[src/design/sd_card_init_sequencer_top_defines.svh]
// Assertion macros for the SD card init sequencer.
// Used by sd_card_init_sequencer_top; expects clk and rst_n in scope.
`ifndef SD_CARD_INIT_SEQUENCER_TOP_DEFINES_SVH
`define SD_CARD_INIT_SEQUENCER_TOP_DEFINES_SVH
`ifndef SYNTHESIS
// Check a property outside reset
`define SDI_ASSERT(lbl, prop, msg) \
  lbl: assert property (@(posedge clk) disable iff (!rst_n) prop) else $error(msg);
// Check a property that also covers the reset cycles
`define SDI_ASSERT_RST(lbl, prop, msg) \
  lbl: assert property (@(posedge clk) prop) else $error(msg);
`else
`define SDI_ASSERT(lbl, prop, msg)
`define SDI_ASSERT_RST(lbl, prop, msg)
`endif
`endif

[src/design/sdi_pkg.sv]
// Shared types, codes and helpers of the SD card init sequencer.
// No dependencies; used by the interfaces, sdi_seq and the top level.
package sdi_pkg;

  // Field widths
  localparam int IdxW   = 6;
  localparam int ArgW   = 32;
  localparam int KindW  = 2;
  localparam int CodeW  = 4;
  localparam int OutcW  = 2;
  localparam int RespW  = 32;
  localparam int LimitW = 16;
  localparam int RcaW   = 16;

  // Configuration port
  localparam int CfgAddrW = 3;
  localparam int CfgDataW = 32;
  localparam logic CfgIdxLimit = 1'b0;  // word index of ready_retry_limit
  localparam logic [LimitW-1:0] RetryLimitReset = 16'd1000;

  // Input item codes
  localparam logic CmdStart  = 1'b0;
  localparam logic CmdReport = 1'b1;
  localparam logic [OutcW-1:0] OutcomeDone = 2'd0;

  // Response kinds
  localparam logic [KindW-1:0] RespNone  = 2'd0;
  localparam logic [KindW-1:0] RespShort = 2'd1;
  localparam logic [KindW-1:0] RespLong  = 2'd2;

  // Command indexes and arguments
  localparam logic [IdxW-1:0] IdxGoIdle   = 6'd0;
  localparam logic [IdxW-1:0] IdxSendIf   = 6'd8;
  localparam logic [IdxW-1:0] IdxAppCmd   = 6'd55;
  localparam logic [IdxW-1:0] IdxOpCond   = 6'd41;
  localparam logic [IdxW-1:0] IdxAllCid   = 6'd2;
  localparam logic [IdxW-1:0] IdxRelAddr  = 6'd3;
  localparam logic [IdxW-1:0] IdxSelect   = 6'd7;
  localparam logic [IdxW-1:0] IdxBusWidth = 6'd6;
  localparam logic [ArgW-1:0] ArgSendIf   = 32'h0000_01AA;
  localparam logic [ArgW-1:0] ArgOpCond   = 32'h40FF_8000;
  localparam logic [ArgW-1:0] ArgBus4     = 32'h0000_0002;
  localparam logic [7:0]      EchoPattern = 8'hAA;
  localparam int              BusyBit     = 31;

  // Result codes
  localparam logic [CodeW-1:0] ResOk          = 4'd0;
  localparam logic [CodeW-1:0] ResCmd0Fail    = 4'd1;
  localparam logic [CodeW-1:0] ResCmd8Fail    = 4'd2;
  localparam logic [CodeW-1:0] ResEchoBad     = 4'd3;
  localparam logic [CodeW-1:0] ResPoll55Fail  = 4'd4;
  localparam logic [CodeW-1:0] ResAcmd41Fail  = 4'd5;
  localparam logic [CodeW-1:0] ResNotReady    = 4'd6;
  localparam logic [CodeW-1:0] ResCmd2Fail    = 4'd7;
  localparam logic [CodeW-1:0] ResCmd3Fail    = 4'd8;
  localparam logic [CodeW-1:0] ResCmd7Fail    = 4'd9;
  localparam logic [CodeW-1:0] ResBus55Fail   = 4'd10;
  localparam logic [CodeW-1:0] ResAcmd6Fail   = 4'd11;

  typedef struct packed {
    logic             command;
    logic [OutcW-1:0] outcome;
    logic [RespW-1:0] response_word;
  } in_item_t;

  typedef struct packed {
    logic             issue;
    logic [IdxW-1:0]  cmd_index;
    logic [ArgW-1:0]  cmd_argument;
    logic [KindW-1:0] response_kind;
    logic [CodeW-1:0] result_code;
    logic             wide_bus;
  } out_item_t;

  // Build a command item
  function automatic out_item_t mk_cmd(logic [IdxW-1:0] idx, logic [ArgW-1:0] arg,
                                       logic [KindW-1:0] kind);
    out_item_t r;
    r.issue         = 1'b1;
    r.cmd_index     = idx;
    r.cmd_argument  = arg;
    r.response_kind = kind;
    r.result_code   = ResOk;
    r.wide_bus      = 1'b0;
    return r;
  endfunction

  // Build a finish item
  function automatic out_item_t mk_finish(logic [CodeW-1:0] code);
    out_item_t r;
    r.issue         = 1'b0;
    r.cmd_index     = '0;
    r.cmd_argument  = '0;
    r.response_kind = RespNone;
    r.result_code   = code;
    r.wide_bus      = (code == ResOk);
    return r;
  endfunction

endpackage

[src/design/sdi_in_if.sv]
// Input channel of the SD card init sequencer: valid/ready plus one item.
// Depends on sdi_pkg for the field widths.
interface sdi_in_if;
  logic                       valid;
  logic                       ready;
  logic                       command;
  logic [sdi_pkg::OutcW-1:0]  outcome;
  logic [sdi_pkg::RespW-1:0]  response_word;

  modport source (output valid, command, outcome, response_word, input ready);
  modport sink   (input valid, command, outcome, response_word, output ready);
endinterface

[src/design/sdi_out_if.sv]
// Result channel of the SD card init sequencer: valid/ready plus one item.
// Depends on sdi_pkg for the field widths.
interface sdi_out_if;
  logic                       valid;
  logic                       ready;
  logic                       issue;
  logic [sdi_pkg::IdxW-1:0]   cmd_index;
  logic [sdi_pkg::ArgW-1:0]   cmd_argument;
  logic [sdi_pkg::KindW-1:0]  response_kind;
  logic [sdi_pkg::CodeW-1:0]  result_code;
  logic                       wide_bus;

  modport source (output valid, issue, cmd_index, cmd_argument, response_kind,
                  result_code, wide_bus, input ready);
  modport sink   (input valid, issue, cmd_index, cmd_argument, response_kind,
                  result_code, wide_bus, output ready);
endinterface

[src/design/sdi_seq.sv]
// Init step sequencer: holds step, poll count and card address, and decodes
// the next command or finish for one item. Depends on sdi_pkg.
module sdi_seq (
  input  logic                          clk,
  input  logic                          rst_n,
  input  logic                          advance,
  input  sdi_pkg::in_item_t             item,
  input  logic [sdi_pkg::LimitW-1:0]    retry_limit,
  output logic                          produce,
  output sdi_pkg::out_item_t            result
);

  typedef enum logic [3:0] {
    ST_IDLE   = 4'd0,
    ST_CMD0   = 4'd1,
    ST_CMD8   = 4'd2,
    ST_POLL55 = 4'd3,
    ST_ACMD41 = 4'd4,
    ST_CMD2   = 4'd5,
    ST_CMD3   = 4'd6,
    ST_CMD7   = 4'd7,
    ST_BUS55  = 4'd8,
    ST_ACMD6  = 4'd9
  } step_t;

  step_t                        step_r, step_nxt;
  logic [sdi_pkg::LimitW-1:0]   retries_r, retries_nxt, retries_dec;
  logic [sdi_pkg::RcaW-1:0]     rca_r, rca_nxt;
  logic [sdi_pkg::ArgW-1:0]     rca_arg;
  logic                         ok;

  // Decode the next step and result
  always_comb begin
    ok          = (item.outcome == sdi_pkg::OutcomeDone);
    rca_arg     = {rca_r, {(sdi_pkg::ArgW-sdi_pkg::RcaW){1'b0}}};
    retries_dec = retries_r - 1'b1;
    step_nxt    = step_r;
    retries_nxt = retries_r;
    rca_nxt     = rca_r;
    produce     = 1'b1;
    result      = sdi_pkg::mk_finish(sdi_pkg::ResOk);
    if (item.command == sdi_pkg::CmdStart) begin
      result   = sdi_pkg::mk_cmd(sdi_pkg::IdxGoIdle, '0, sdi_pkg::RespNone);
      step_nxt = ST_CMD0;
    end else begin
      case (step_r)
        ST_CMD0: begin
          if (!ok) begin
            result   = sdi_pkg::mk_finish(sdi_pkg::ResCmd0Fail);
            step_nxt = ST_IDLE;
          end else begin
            result   = sdi_pkg::mk_cmd(sdi_pkg::IdxSendIf, sdi_pkg::ArgSendIf,
                                       sdi_pkg::RespShort);
            step_nxt = ST_CMD8;
          end
        end
        ST_CMD8: begin
          if (!ok) begin
            result   = sdi_pkg::mk_finish(sdi_pkg::ResCmd8Fail);
            step_nxt = ST_IDLE;
          end else if (item.response_word[7:0] != sdi_pkg::EchoPattern) begin
            result   = sdi_pkg::mk_finish(sdi_pkg::ResEchoBad);
            step_nxt = ST_IDLE;
          end else begin
            retries_nxt = retry_limit;
            result      = sdi_pkg::mk_cmd(sdi_pkg::IdxAppCmd, '0, sdi_pkg::RespShort);
            step_nxt    = ST_POLL55;
          end
        end
        ST_POLL55: begin
          if (!ok) begin
            result   = sdi_pkg::mk_finish(sdi_pkg::ResPoll55Fail);
            step_nxt = ST_IDLE;
          end else begin
            result   = sdi_pkg::mk_cmd(sdi_pkg::IdxOpCond, sdi_pkg::ArgOpCond,
                                       sdi_pkg::RespShort);
            step_nxt = ST_ACMD41;
          end
        end
        ST_ACMD41: begin
          if (!ok) begin
            result   = sdi_pkg::mk_finish(sdi_pkg::ResAcmd41Fail);
            step_nxt = ST_IDLE;
          end else begin
            // Count the poll; running out wins over a ready card
            retries_nxt = retries_dec;
            if (retries_dec == '0) begin
              result   = sdi_pkg::mk_finish(sdi_pkg::ResNotReady);
              step_nxt = ST_IDLE;
            end else if (!item.response_word[sdi_pkg::BusyBit]) begin
              result   = sdi_pkg::mk_cmd(sdi_pkg::IdxAppCmd, '0, sdi_pkg::RespShort);
              step_nxt = ST_POLL55;
            end else begin
              result   = sdi_pkg::mk_cmd(sdi_pkg::IdxAllCid, '0, sdi_pkg::RespLong);
              step_nxt = ST_CMD2;
            end
          end
        end
        ST_CMD2: begin
          if (!ok) begin
            result   = sdi_pkg::mk_finish(sdi_pkg::ResCmd2Fail);
            step_nxt = ST_IDLE;
          end else begin
            result   = sdi_pkg::mk_cmd(sdi_pkg::IdxRelAddr, '0, sdi_pkg::RespShort);
            step_nxt = ST_CMD3;
          end
        end
        ST_CMD3: begin
          if (!ok) begin
            result   = sdi_pkg::mk_finish(sdi_pkg::ResCmd3Fail);
            step_nxt = ST_IDLE;
          end else begin
            // Capture the relative card address from the upper half
            rca_nxt  = item.response_word[sdi_pkg::RespW-1 -: sdi_pkg::RcaW];
            result   = sdi_pkg::mk_cmd(sdi_pkg::IdxSelect,
                         {rca_nxt, {(sdi_pkg::ArgW-sdi_pkg::RcaW){1'b0}}},
                         sdi_pkg::RespShort);
            step_nxt = ST_CMD7;
          end
        end
        ST_CMD7: begin
          if (!ok) begin
            result   = sdi_pkg::mk_finish(sdi_pkg::ResCmd7Fail);
            step_nxt = ST_IDLE;
          end else begin
            result   = sdi_pkg::mk_cmd(sdi_pkg::IdxAppCmd, rca_arg, sdi_pkg::RespShort);
            step_nxt = ST_BUS55;
          end
        end
        ST_BUS55: begin
          if (!ok) begin
            result   = sdi_pkg::mk_finish(sdi_pkg::ResBus55Fail);
            step_nxt = ST_IDLE;
          end else begin
            result   = sdi_pkg::mk_cmd(sdi_pkg::IdxBusWidth, sdi_pkg::ArgBus4,
                                       sdi_pkg::RespShort);
            step_nxt = ST_ACMD6;
          end
        end
        ST_ACMD6: begin
          result   = sdi_pkg::mk_finish(ok ? sdi_pkg::ResOk : sdi_pkg::ResAcmd6Fail);
          step_nxt = ST_IDLE;
        end
        default: begin
          // Idle or unused code: drop the report
          produce  = 1'b0;
          step_nxt = ST_IDLE;
        end
      endcase
    end
  end

  // Hold sequence state; advance when an item is consumed
  always_ff @(posedge clk) begin
    if (!rst_n) begin
      step_r    <= ST_IDLE;
      retries_r <= '0;
      rca_r     <= '0;
    end else if (advance) begin
      step_r    <= step_nxt;
      retries_r <= retries_nxt;
      rca_r     <= rca_nxt;
    end
  end

endmodule

[src/design/sd_card_init_sequencer_top.sv]
// SD card power-up sequencer: top level.
// Channels: in_if (sink) takes start/report items, out_if (source) gives
//   the next command to issue or a finish with a result code.
// Configuration: APB-style port; ready_retry_limit lies at byte address 0,
//   writes take effect in the access phase, pready is always high.
// An accepted item sits in the input register and its result, if any, is
//   loaded into the output register when the item advances, which needs
//   the output register to be free or draining.
// Throughput: one item per cycle while the receiver does not stall; the
//   step decode between the two registers is a single small state transition.
// A stalled receiver holds the output register; one more item is held in
//   the input register, after which in_if.ready drops until out_if.ready.
// Reset (rst_n low, synchronous) empties both registers, returns the
//   sequencer to idle and loads ready_retry_limit with 1000.
// A report item while idle gives no result.
// Depends on sdi_pkg, sdi_in_if, sdi_out_if, sdi_seq and the defines header.
`include "sd_card_init_sequencer_top_defines.svh"

module sd_card_init_sequencer_top (
  input  logic                           clk,
  input  logic                           rst_n,
  sdi_in_if.sink                         in_if,
  sdi_out_if.source                      out_if,
  input  logic                           psel,
  input  logic                           penable,
  input  logic                           pwrite,
  input  logic [sdi_pkg::CfgAddrW-1:0]   paddr,
  input  logic [sdi_pkg::CfgDataW-1:0]   pwdata,
  output logic [sdi_pkg::CfgDataW-1:0]   prdata,
  output logic                           pready
);

  logic                        in_v_r;
  sdi_pkg::in_item_t           in_item_r, in_item_nxt;
  logic                        out_v_r;
  sdi_pkg::out_item_t          out_item_r, seq_result;
  logic                        seq_produce;
  logic                        advance;
  logic                        cfg_wr;
  logic [sdi_pkg::LimitW-1:0]  limit_r;

  // Move the held item on when the output register is free or draining
  assign advance     = in_v_r && (!out_v_r || out_if.ready);
  assign in_if.ready = !in_v_r || advance;

  assign in_item_nxt.command       = in_if.command;
  assign in_item_nxt.outcome       = in_if.outcome;
  assign in_item_nxt.response_word = in_if.response_word;

  // Control registers
  always_ff @(posedge clk) begin
    if (!rst_n) begin
      in_v_r  <= 1'b0;
      out_v_r <= 1'b0;
      limit_r <= sdi_pkg::RetryLimitReset;
    end else begin
      if (in_if.valid && in_if.ready) begin
        in_v_r <= 1'b1;
      end else if (advance) begin
        in_v_r <= 1'b0;
      end
      if (advance) begin
        out_v_r <= seq_produce;
      end else if (out_if.ready) begin
        out_v_r <= 1'b0;
      end
      if (cfg_wr && paddr[sdi_pkg::CfgAddrW-1] == sdi_pkg::CfgIdxLimit) begin
        limit_r <= pwdata[sdi_pkg::LimitW-1:0];
      end
    end
  end

  // Payload registers
  always_ff @(posedge clk) begin
    if (in_if.valid && in_if.ready) begin
      in_item_r <= in_item_nxt;
    end
    if (advance && seq_produce) begin
      out_item_r <= seq_result;
    end
  end

  sdi_seq u_seq (
    .clk         (clk),
    .rst_n       (rst_n),
    .advance     (advance),
    .item        (in_item_r),
    .retry_limit (limit_r),
    .produce     (seq_produce),
    .result      (seq_result)
  );

  // Result channel
  assign out_if.valid         = out_v_r;
  assign out_if.issue         = out_item_r.issue;
  assign out_if.cmd_index     = out_item_r.cmd_index;
  assign out_if.cmd_argument  = out_item_r.cmd_argument;
  assign out_if.response_kind = out_item_r.response_kind;
  assign out_if.result_code   = out_item_r.result_code;
  assign out_if.wide_bus      = out_item_r.wide_bus;

  // Configuration port
  assign pready = 1'b1;
  assign cfg_wr = psel && penable && pwrite;
  assign prdata = (paddr[sdi_pkg::CfgAddrW-1] == sdi_pkg::CfgIdxLimit) ?
                  {{(sdi_pkg::CfgDataW-sdi_pkg::LimitW){1'b0}}, limit_r} : '0;

  // Checks
  `SDI_ASSERT_RST(a_reset_empty, !rst_n |=> !in_v_r && !out_v_r,
                  "pipeline not empty after reset")
  `SDI_ASSERT(a_stall_only_full, !in_if.ready |-> in_v_r && out_v_r && !out_if.ready,
              "input stalled while a register is free")
  `SDI_ASSERT(a_wide_on_success,
              out_v_r && out_item_r.wide_bus |->
                !out_item_r.issue && out_item_r.result_code == sdi_pkg::ResOk,
              "wide bus outside a successful finish")
  `SDI_ASSERT(a_limit_write,
              cfg_wr && paddr[sdi_pkg::CfgAddrW-1] == sdi_pkg::CfgIdxLimit |=>
                limit_r == $past(pwdata[sdi_pkg::LimitW-1:0]),
              "retry limit write lost")

endmodule

[src/flat_wrapper.sv]
// flat-port wrapper written by rule: the top's interface ports become plain ports
module sd_card_init_sequencer_top_flat 
  (clk, rst_n, psel, penable, pwrite, paddr, pwdata, prdata, pready, in_if_valid, in_if_command, in_if_outcome, in_if_response_word, in_if_ready, out_if_valid, out_if_issue, out_if_cmd_index, out_if_cmd_argument, out_if_response_kind, out_if_result_code, out_if_wide_bus, out_if_ready);
  sdi_in_if in_if_i ();
  sdi_out_if out_if_i ();
  input  logic clk;
  input  logic rst_n;
  input  logic psel;
  input  logic penable;
  input  logic pwrite;
  input  logic [sdi_pkg::CfgAddrW-1:0] paddr;
  input  logic [sdi_pkg::CfgDataW-1:0] pwdata;
  output logic [sdi_pkg::CfgDataW-1:0] prdata;
  output logic pready;
  input wire logic [$bits(in_if_i.valid)-1:0] in_if_valid;
  input wire logic [$bits(in_if_i.command)-1:0] in_if_command;
  input wire logic [$bits(in_if_i.outcome)-1:0] in_if_outcome;
  input wire logic [$bits(in_if_i.response_word)-1:0] in_if_response_word;
  output wire logic [$bits(in_if_i.ready)-1:0] in_if_ready;
  output wire logic [$bits(out_if_i.valid)-1:0] out_if_valid;
  output wire logic [$bits(out_if_i.issue)-1:0] out_if_issue;
  output wire logic [$bits(out_if_i.cmd_index)-1:0] out_if_cmd_index;
  output wire logic [$bits(out_if_i.cmd_argument)-1:0] out_if_cmd_argument;
  output wire logic [$bits(out_if_i.response_kind)-1:0] out_if_response_kind;
  output wire logic [$bits(out_if_i.result_code)-1:0] out_if_result_code;
  output wire logic [$bits(out_if_i.wide_bus)-1:0] out_if_wide_bus;
  input wire logic [$bits(out_if_i.ready)-1:0] out_if_ready;
  assign in_if_i.valid = in_if_valid;
  assign in_if_i.command = in_if_command;
  assign in_if_i.outcome = in_if_outcome;
  assign in_if_i.response_word = in_if_response_word;
  assign in_if_ready = in_if_i.ready;
  assign out_if_valid = out_if_i.valid;
  assign out_if_issue = out_if_i.issue;
  assign out_if_cmd_index = out_if_i.cmd_index;
  assign out_if_cmd_argument = out_if_i.cmd_argument;
  assign out_if_response_kind = out_if_i.response_kind;
  assign out_if_result_code = out_if_i.result_code;
  assign out_if_wide_bus = out_if_i.wide_bus;
  assign out_if_i.ready = out_if_ready;
  sd_card_init_sequencer_top u_core (.clk(clk), .rst_n(rst_n), .in_if(in_if_i), .out_if(out_if_i), .psel(psel), .penable(penable), .pwrite(pwrite), .paddr(paddr), .pwdata(pwdata), .prdata(prdata), .pready(pready));
endmodule
[config.mk]
export PLATFORM = sky130hd
export DESIGN_NAME = sd_card_init_sequencer_top_flat
export DESIGN_NICKNAME = d
export VERILOG_FILES = /design/src/design/sdi_pkg.sv /design/src/design/sdi_in_if.sv /design/src/design/sdi_out_if.sv /design/src/design/sdi_seq.sv /design/src/design/sd_card_init_sequencer_top.sv /design/src/flat_wrapper.sv
export VERILOG_INCLUDE_DIRS = /design/src /design/src/design
export SDC_FILE = /design/constraint.sdc
export NUM_CORES = 1
export LEC_CHECK = 0
export BUFFER_PORTS_ARGS = -buffer_cell sky130_fd_sc_hd__buf_2
export CAP_MARGIN = 20
export CORE_MARGIN = 4
export CORE_UTILIZATION = 52
export CTS_CLUSTER_DIAMETER = 60
export DETAILED_ROUTE_END_ITERATION = 10
export GPL_ROUTABILITY_DRIVEN = 0
export PLACE_DENSITY = 0.78
export SYNTH_ARGS = -nofsm -noshare
export SYNTH_HDL_FRONTEND = slang
export SYNTH_SLANG_ARGS = --single-unit
[constraint.sdc]
create_clock -name clk -period 3.61 [get_ports clk]
set_input_delay 0.1805 -clock clk [delete_from_list [all_inputs] [get_ports clk]]
set_output_delay 0.1805 -clock clk [all_outputs]
set_load 0.05 [all_outputs]
Word-level counts from Yosys, hierarchy flattened. Index checks and enable logic that the tools add are counted.

Memories kept: 0. Memory bits (read-only): 0. Output and inout port bits: 81. RAM bits: 0. Bits in registers: 135. Logic and storage cells: 86. Input bits: 77. Latch bits: 0.

Equal/unequal tests: 13. Shift-type cells: 0. Reductions and logical operators: 19. Mux-type cells: 37. $add $sub $neg: 1. Multipliers: 0. Order comparisons: 0. Bitwise gates (word level): 1. Div/mod/pow operators: 0.

Operators with widths (number): two-way mux 46 bit (10); case mux 46 bit (9 select lines) (1); two-way mux 16 bit (4); two-way mux 45 bit (1); case mux 16 bit (2 select lines) (1); case mux 4 bit (8 select lines) (1); two-way mux 3 bit (6); == test 4 x 3 -> 1 bit, second input constant (4); logical NOT 16 bit (1); two-way mux 4 bit (4); subtractor 16 x 1 -> 16 bit, second input constant (1); OR reduction 9 bit (1); == test 4 x 2 -> 1 bit, second input constant (2); == test 4 bit, second input constant (2); inequality test 8 bit, second input constant (1); logical AND 1 bit (6); two-way mux 1 bit (6); two-way mux 2 bit (3); inequality test 2 bit, second input constant (3); AND reduction 6 bit (1); nonzero test 2 bit (3); == test 4 x 1 -> 1 bit, second input constant (1); logical NOT 4 bit (1); AND reduction 4 bit (1); 4 further kinds (6).

Logic depth before layout (Yosys ltp). Gate-level depths: netlist of the first run.

Depth in word-level cells: 6. Mapped depth: 9. Mapped depth without buffers: 8.

Cells and area by module. Synthesis of the first run repeated with hierarchy kept, for this count alone.

Cells, all modules: 599. Area, all modules: 6187.2 um^2.

By module, submodules not included: sd_card_init_sequencer_top (times used 1, cells each 198, area each 3464.6 um^2); sdi_seq (times used 1, cells each 401, area each 2722.6 um^2).

Worst setup path after synthesis of the first run. Ideal clock, no wire load.

Path kind: register -> register. Start: register u_core.u_seq.step_r[0]. End: register u_core.out_item_r (netlist bit u_core.out_if.cmd_argument[15]), enable pin. Setup slack: 0.339 ns. Cell stages (with the launch flop): 7. Arrival time: 2.835 ns. Path buffers: 2. Clock period less this slack: 3.271 ns. Cells stage by stage: dfxtp_1 > clkbuf_1 > clkbuf_1 > nor2_1 > nand2_1 > nand2_1 > a21oi_1.

Longest elaborated chain between the ends: 5. Elaborated cells on any way between the ends: 13. Those cells by class: eq/ne: 9; mux: 2; reduce/logical: 2.

Ends and longest elaborated chain: from (decl) (RTL line sdi_seq.sv:26) `step_t step_r, step_nxt;`; from (signal assigned) (RTL line sdi_seq.sv:160) `step_r <= step_nxt;`; == test 4 bit, or another cell as far along (RTL line sdi_seq.sv:46) `case (step_r)`; OR reduction 9 bit (no source line) *; two-way mux 1 bit * (RTL line sdi_seq.sv:46); two-way mux 1 bit * (RTL line sdi_seq.sv:42) `if (item.command == sdi_pkg::CmdStart) begin`; logical AND 1 bit * (RTL line sd_card_init_sequencer_top.sv:78) `if (advance && seq_produce) begin`; to (signal assigned) (RTL line sd_card_init_sequencer_top.sv:79) `out_item_r <= seq_result;`; to (decl) (RTL line sd_card_init_sequencer_top.sv:36) `sdi_pkg::out_item_t out_item_r, seq_result;`.

Mark *: on every way between the ends. The rest lies on a longest branch, timed or not. A chain may end at the register's enable or synchronous reset.

Worst setup path after layout of the first run.
Start: register u_core.u_seq.retries_r[0] (netlist name). End: register u_core.out_item_r (netlist bit u_core.out_if.response_kind[0]), data pin.

Longest elaborated chain between the ends: 5.

Ends and longest elaborated chain: from (decl) (RTL line sdi_seq.sv:27) `logic [sdi_pkg::LimitW-1:0] retries_r, retries_nxt, retries_dec;`; from (signal assigned) (RTL line sdi_seq.sv:161) `retries_r <= retries_nxt;`; subtractor 16 x 1 -> 16 bit (RTL line sdi_seq.sv:36) `retries_dec = retries_r - 1'b1;`; logical NOT 16 bit (RTL line sdi_seq.sv:87) `if (retries_dec == '0) begin`; two-way mux 46 bit (RTL line sdi_seq.sv:87); two-way mux 46 bit (RTL line sdi_seq.sv:81) `if (!ok) begin`; case mux 46 bit (9 select lines) (RTL line sdi_seq.sv:46).

No other way between the ends.

==> metrics, run 1 <==
CTS Buf Count 17; initial core utilization 53.30%; YS warnings 0; share of layout cells above drive strength 1 20.97%; root buffer cell clkbuf_8; PD cells 472.1 nW/um^2; RSZ-0062 raised after global routing no; Post-Syn Area per Cell 9.264 um^2; RR Endpoint u_core.out_if.response_kind[0]$_SDFFCE_PN0P_; most common cell after layout, fill and taps aside buf_2; row count 37; Wirelength per Cell 15.66 um; R2R Setup Slk 0.63 ns; worst-skew pair later-pin latency 0.52 ns; Top Ports 158; final net count 805; Die Area 12290 um^2; Synth area leaders edfxtp_1 33%, dfxtp_1 20%, nand2_1 6.7%, a21oi_1 5.3%, buf_4 4.1%; area of the multi-input gates 2300 um^2; Clock transition at path regs 0.05 ns; average via count per standard cell 5.520; max-cap viol count 0; PnR Total Power 3.307 mW; clock buffer depth 2; final hold slack 0.02963 ns; Synth Flop Type edfxtp_1; Final min period 2.977 ns; Seq/Total Area, Yosys 52.39%; FF+latch count, synth 114; Synth area leader edfxtp_1; post-route design area 7004 um^2; WP data required 3.82 ns; final worst-path cycle share 82.46%; # setup viols final 0; CTS tree done; ANT nets after route 0; Reg area 2883 um^2; Worst Path Arrival 3.19 ns; synth-to-layout area growth 27.29%; r2r startpoint u_core.u_seq.retries_r[0]$_SDFFE_PN0P_; die width 110.9 um; post_cts resized 0; cells on worst reg2reg path 8; Hold WC Path Type primary input to flop; ANT cells 0; DRC Markers 0; largest net degree at the start of global routing 35; Leak Pwr 2.658 nW; share of the synthesized area in the top cell type 32.74%; Worst Setup End Kind flop; # clock sinks 114; Worst-Margin Slew 1.035 ns; WHS Path Cells 3; dpl ws 0.6614 ns; status finished clean; vias in the first global route 4614; port bufs 104; Via Count 4830; final WL 13710 um; Crit Path Class flop to flop; DRC marker count from the first detailed-route iteration 366; hold wc startpoint out_if_ready; setup TNS 0 ns; area of the core 10320 um^2; async set-reset flop share out of synthesis 0%; H-tree levels 4; First-pass DRT Iterations 5; Post-synth EDFFs 60; crit path launch type flop; Max-slew headroom 30.85%; WHS Endpoint u_core.out_if.valid$_SDFFE_PN0P_; placement-stage cell area 5978 um^2; commonest non-fill, non-tap cells in the layout 104 x buf_2, 98 x nand2_1, 60 x edfxtp_1, 57 x a21oi_1, 54 x dfxtp_1; Fin. Hold Viols 0; Slew Limit Fails 0; crit path max fanout 8; Max rail drop VDD 0.0003321 V; Mapped Cells 594; library cells used by synthesis 60; Layout fillers 779; initial antenna violation count 0; gr usage total 22.46%; cell area after synthesis 5503 um^2; Max Fclk 335.9 MHz; first-pass GRT wire length 22370 um; Clock Skew 0.007052 ns; chip height 110.9 um; Post-DP HPWL 8634 um; Congestion Overflow GR 0; fin worst setup slack 0.6332 ns
-- synthesized netlist by cell type (all sizes together), types with 3 or more instances --
| library cell | number |
|---|---|
| or4 | 4 |
| o211ai | 3 |
| nor4 | 6 |
| nor2b | 21 |
| nor2 | 48 |
| o21ai | 23 |
| edfxtp | 60 |
| nor4b | 4 |
| clkbuf | 38 |
| and2 | 7 |
| inv | 8 |
| nand2 | 98 |
| and3 | 3 |
| nor3 | 15 |
| buf | 33 |
| nand2b | 5 |
| a21boi | 6 |
| or3 | 5 |
| xnor2 | 4 |
| nand3 | 14 |
| a21oi | 58 |
| a22oi | 19 |
| a31oi | 11 |
| dfxtp | 54 |
| nand4 | 4 |
-- cells by family (layout without fill, tap and decap cells) --
family          Yosys count  count (layout)  share of synthesized area (%)
compound gates          144             144                          16.48
xor+xnor                  4               4                         0.6366
fa+ha+maj                 2               2                         0.4547
buf+inv                  79             199                          7.731
flops                   114             114                          52.39
other cells               2              27                         0.1365
simple gates            249             249                          22.17
-- how the worst max path moves through the flow --
stage	startpoint	to	slack [ns]	cells after the start
3_5_place_dp	u_core.u_seq.retries_r[0]$_SDFFE_PN0P_	u_core.out_if.response_kind[0]$_SDFFCE_PN0P_	0.66	8
4_1_cts	u_core.u_seq.retries_r[0]$_SDFFE_PN0P_	u_core.out_if.response_kind[0]$_SDFFCE_PN0P_	0.65	8
6_report	u_core.u_seq.retries_r[0]$_SDFFE_PN0P_	u_core.out_if.response_kind[0]$_SDFFCE_PN0P_	0.63	8
5_1_grt	u_core.u_seq.retries_r[0]$_SDFFE_PN0P_	u_core.out_if.response_kind[0]$_SDFFCE_PN0P_	0.40	8
3_3_place_gp	u_core.u_seq.retries_r[0]$_SDFFE_PN0P_	u_core.out_if.cmd_index[5]$_SDFFCE_PN0P_	0.70	8
2_1_floorplan	u_core.u_seq.step_r[0]$_SDFFE_PN0P_	u_core.out_if.cmd_argument[15]$_SDFFCE_PN0P_	0.34	6
-- critical path, stage by stage (launching register included) --
cell,delay [ns]
dfxtp_1,0.37
inv_1,0.08
ha_1,0.25
or4b_2,0.67
nor4_1,0.26
o2bb2ai_1,0.11
a2111oi_2,0.50
or3_1,0.32
a21oi_1,0.11
-- metal layers --
metal  share of wire, %  up-vias  wire (um)  GRT usage [%]
met4                1.5        0        212          8.292
met3                8.9       18       1225          6.386
met2                 49      241       6664          37.06
li1                   -     2339          -              -
met5                  0        -          0              0
met1                 41     2232       5603          28.09
-- stage by stage --
stage	utilization, %	instances
final	67.85	875
after global routing	67.85	875
after CTS	67.58	874
after detailed placement	57.91	798
after global placement	57.91	798
after floorplan	-	619
-- state kept, by name, indices dropped and copies added (netlist names), 2 cells and up --
name / cells
u_core.limit_r: 16
u_core.out_if.response_kind: 2
u_core.out_if.cmd_index: 6
u_core.u_seq.step_r: 4
u_core.out_if.cmd_argument: 19
u_core.out_if.result_code: 4
u_core.in_item_r: 27
u_core.u_seq.retries_r: 16
u_core.u_seq.rca_r: 16
-- power by group --
part           total (mW)  switching, mW  internal, mW  leakage, nW
sequential           1.43         0.0217          1.40        0.993
combinational       0.313          0.223        0.0904         1.40
clock                1.57          0.588         0.979        0.268
total                3.31          0.832          2.47         2.66
-- area by class of cell --
cell class / instances / area share, %
Timing Repair Buffer: 159 / 15.18
Tap cell: 136 / 2.429
Clock inverter: 13 / 1.947
Multi-Input combinational cell: 426 / 32.83
Sequential cell: 114 / 41.16
Inverter: 8 / 0.4287
Clock buffer: 19 / 6.020
-- repair_timing --
item / 4_1_cts / 5_1_grt
setup endpoints to repair: 0 / 0
endpoints found under the hold margin: 44 / 0
hold buffers: 44 / 0
setup buffers: 0 / 0
Note: power is estimated with default switching activity, not from simulation.
==> inputs of run 2 (changes only) <==
==> constraint.sdc (replaced) <==
create_clock -name clk -period 2.9 [get_ports clk]
set_input_delay 0.145 -clock clk [delete_from_list [all_inputs] [get_ports clk]]
set_output_delay 0.145 -clock clk [all_outputs]
set_load 0.05 [all_outputs]
==> run 2 against run 1 <==
Wire length up 4.2%. Combinational power up 26%. Largest cell class unchanged. Total power up 28%.
==> metrics, run 2 (same netlist as run 1, synthesis figures left out) <==
Clock Skew 0.01208 ns (+0.005027 ns); Congestion Overflow GR 0 (unchanged); Max rail drop VDD 0.0004611 V (+39%); dpl ws 0.1031 ns (-0.5584 ns); Crit Path Class flop to flop; vias in the first global route 4933 (+6.9%); H-tree levels 4 (unchanged); final hold slack 0.08308 ns (+0.05345 ns); CTS tree done; WHS Endpoint u_core.limit_r[8]$_SDFFE_PN1P_; first-pass GRT wire length 23980 um (+7.2%); initial antenna violation count 0 (unchanged); max-cap viol count 0 (unchanged); final net count 817 (+1.5%); DRC marker count from the first detailed-route iteration 376 (+2.7%); Max-slew headroom 25.37% (-5.5 points); die width 110.9 um (unchanged); average via count per standard cell 5.602 (+1.5%); port bufs 104 (unchanged); RSZ-0062 raised after global routing no; CTS Buf Count 17 (unchanged); Crit-path slowest cell or4b_2; largest net degree at the start of global routing 35 (unchanged); critical path depth 8 (unchanged); CP cell instances inv_1, ha_1, or4b_2, nor4_1, o2bb2ai_1, a2111oi_4, nand2b_1, nand4_1; DRC Markers 0 (unchanged); final worst-path cycle share 96.09% (+14 points); Slew Limit Fails 0 (unchanged); R2R Setup Slk 0.11 ns (-0.52 ns); Post-DP HPWL 8826 um (+2.2%); synth-to-layout area growth 29.79%; largest delay contributor family on the critical path simple AND/OR/NAND/NOR gates; Die Area 12290 um^2 (unchanged); RR Endpoint u_core.out_if.issue$_SDFFCE_PN1P_; Worst-Margin Slew 1.091 ns (+0.05619 ns); clock buffer depth 2 (unchanged); most common cell after layout, fill and taps aside buf_2; Largest register FFs 27 (unchanged); post-route design area 7142 um^2 (+2.0%); Hold WC Path Type primary input to flop; # clock sinks 114 (unchanged); # setup viols final 0 (unchanged); Top Ports 158 (unchanged); placement-stage cell area 6053 um^2 (+1.3%); Wirelength per Cell 16.10 um (+2.8%); PnR Total Power 4.239 mW (+28%); share of layout cells above drive strength 1 22.50% (+1.5 points); final WL 14280 um (+4.2%); Most flops, register u_core.in_item_r; row count 37 (unchanged); root buffer cell clkbuf_8; Fin. Hold Viols 0 (unchanged); status finished clean; WP buf/inv 1 (unchanged); crit path launch type flop; r2r startpoint u_core.u_seq.retries_r[0]$_SDFFE_PN0P_; placed insts 808 (+1.3%); ANT nets after route 0 (unchanged); hold wc startpoint rst_n; setup TNS 0 ns (unchanged); crit-path max cell delay 0.65 ns (-0.02 ns); Clock transition at path regs 0.06 ns (about the same); WP data required 3.12 ns (-0.70 ns); chip height 110.9 um (unchanged); Finished Core Util 69.18% (+1.3 points); commonest non-fill, non-tap cells in the layout 104 x buf_2, 98 x nand2_1, 60 x edfxtp_1, 57 x a21oi_1, 54 x dfxtp_1; cells on worst reg2reg path 8 (unchanged); area of the core 10320 um^2 (unchanged); fin worst setup slack 0.1135 ns (-0.5197 ns); Max Fclk 358.9 MHz (+6.8%); ANT cells 0 (unchanged); Via Count 4969 (+2.9%); Final Non-Filler Cells 887 (+1.4%); Leak Pwr 2.732 nW (+2.8%); PD cells 593.5 nW/um^2 (+26%); Final min period 2.786 ns (-0.1903 ns); Worst Path Arrival 3.01 ns (-0.18 ns); Worst Setup End Kind flop; worst-skew pair later-pin latency 0.51 ns (about the same); gr usage total 23.65% (+1.2 points); First-pass DRT Iterations 5 (unchanged); initial core utilization 53.30% (unchanged); crit path max fanout 8 (unchanged); WHS Path Cells 2 (-1)
==> run 2: cell count changes in the layout (fill, tap and decap cells not counted), sizes merged <==
cell and delta:
buf +10, clkbuf -1, dlygate4sd3 +2, clkinvlp -1, bufinv +1, inv +1
==> run 2: how the worst max path moves through the flow <==
| stage | startpoint | endpoint |
|---|---|---|
| after CTS | u_core.u_seq.retries_r[0]$_SDFFE_PN0P_ | u_core.out_if.cmd_index[2]$_SDFFCE_PN0P_ |
| after global placement | u_core.u_seq.retries_r[0]$_SDFFE_PN0P_ | u_core.out_if.cmd_index[2]$_SDFFCE_PN0P_ |
| after global routing | u_core.u_seq.retries_r[0]$_SDFFE_PN0P_ | u_core.out_if.issue$_SDFFCE_PN1P_ |
| final | u_core.u_seq.retries_r[0]$_SDFFE_PN0P_ | u_core.out_if.issue$_SDFFCE_PN1P_ |
| after detailed placement | u_core.u_seq.retries_r[0]$_SDFFE_PN0P_ | u_core.out_if.cmd_index[2]$_SDFFCE_PN0P_ |
| after floorplan | u_core.u_seq.retries_r[0]$_SDFFE_PN0P_ | u_core.out_if.cmd_index[2]$_SDFFCE_PN0P_ |
==> run 2: area by class of cell <==
class / count / area (um^2)
clock buffers: 18 / 417.9
clock inverters: 14 / 177.7
fillers: 720 / 3182
inverters: 8 / 30.03
multi-input cells: 426 / 2317
flip-flops and latches: 114 / 2883
well taps: 136 / 170.2
repair buffers: 171 / 1146
==> run 2: power breakdown <==
group / internal (mW) / switching, mW
logic: 0.115 / 0.280
registers: 1.75 / 0.0249
clock network: 1.32 / 0.753
==> run 2: timing repair <==
item                                    in CTS  in global routing
buffers inserted                             0                  0
hold endpoints to repair                    45                  0
endpoints found under the setup margin       0                  7
hold buffers                                46                  0
resized for setup                            0                  2
==> run 2: routing by layer <==
layer,vias to the layer above,global-route usage [%],part of all wire [%]
met1,2293,28.93,40
met5,-,0,0
met3,41,5.895,7.4
met2,270,39.68,49
li1,2365,-,-
met4,0,10.10,2.7
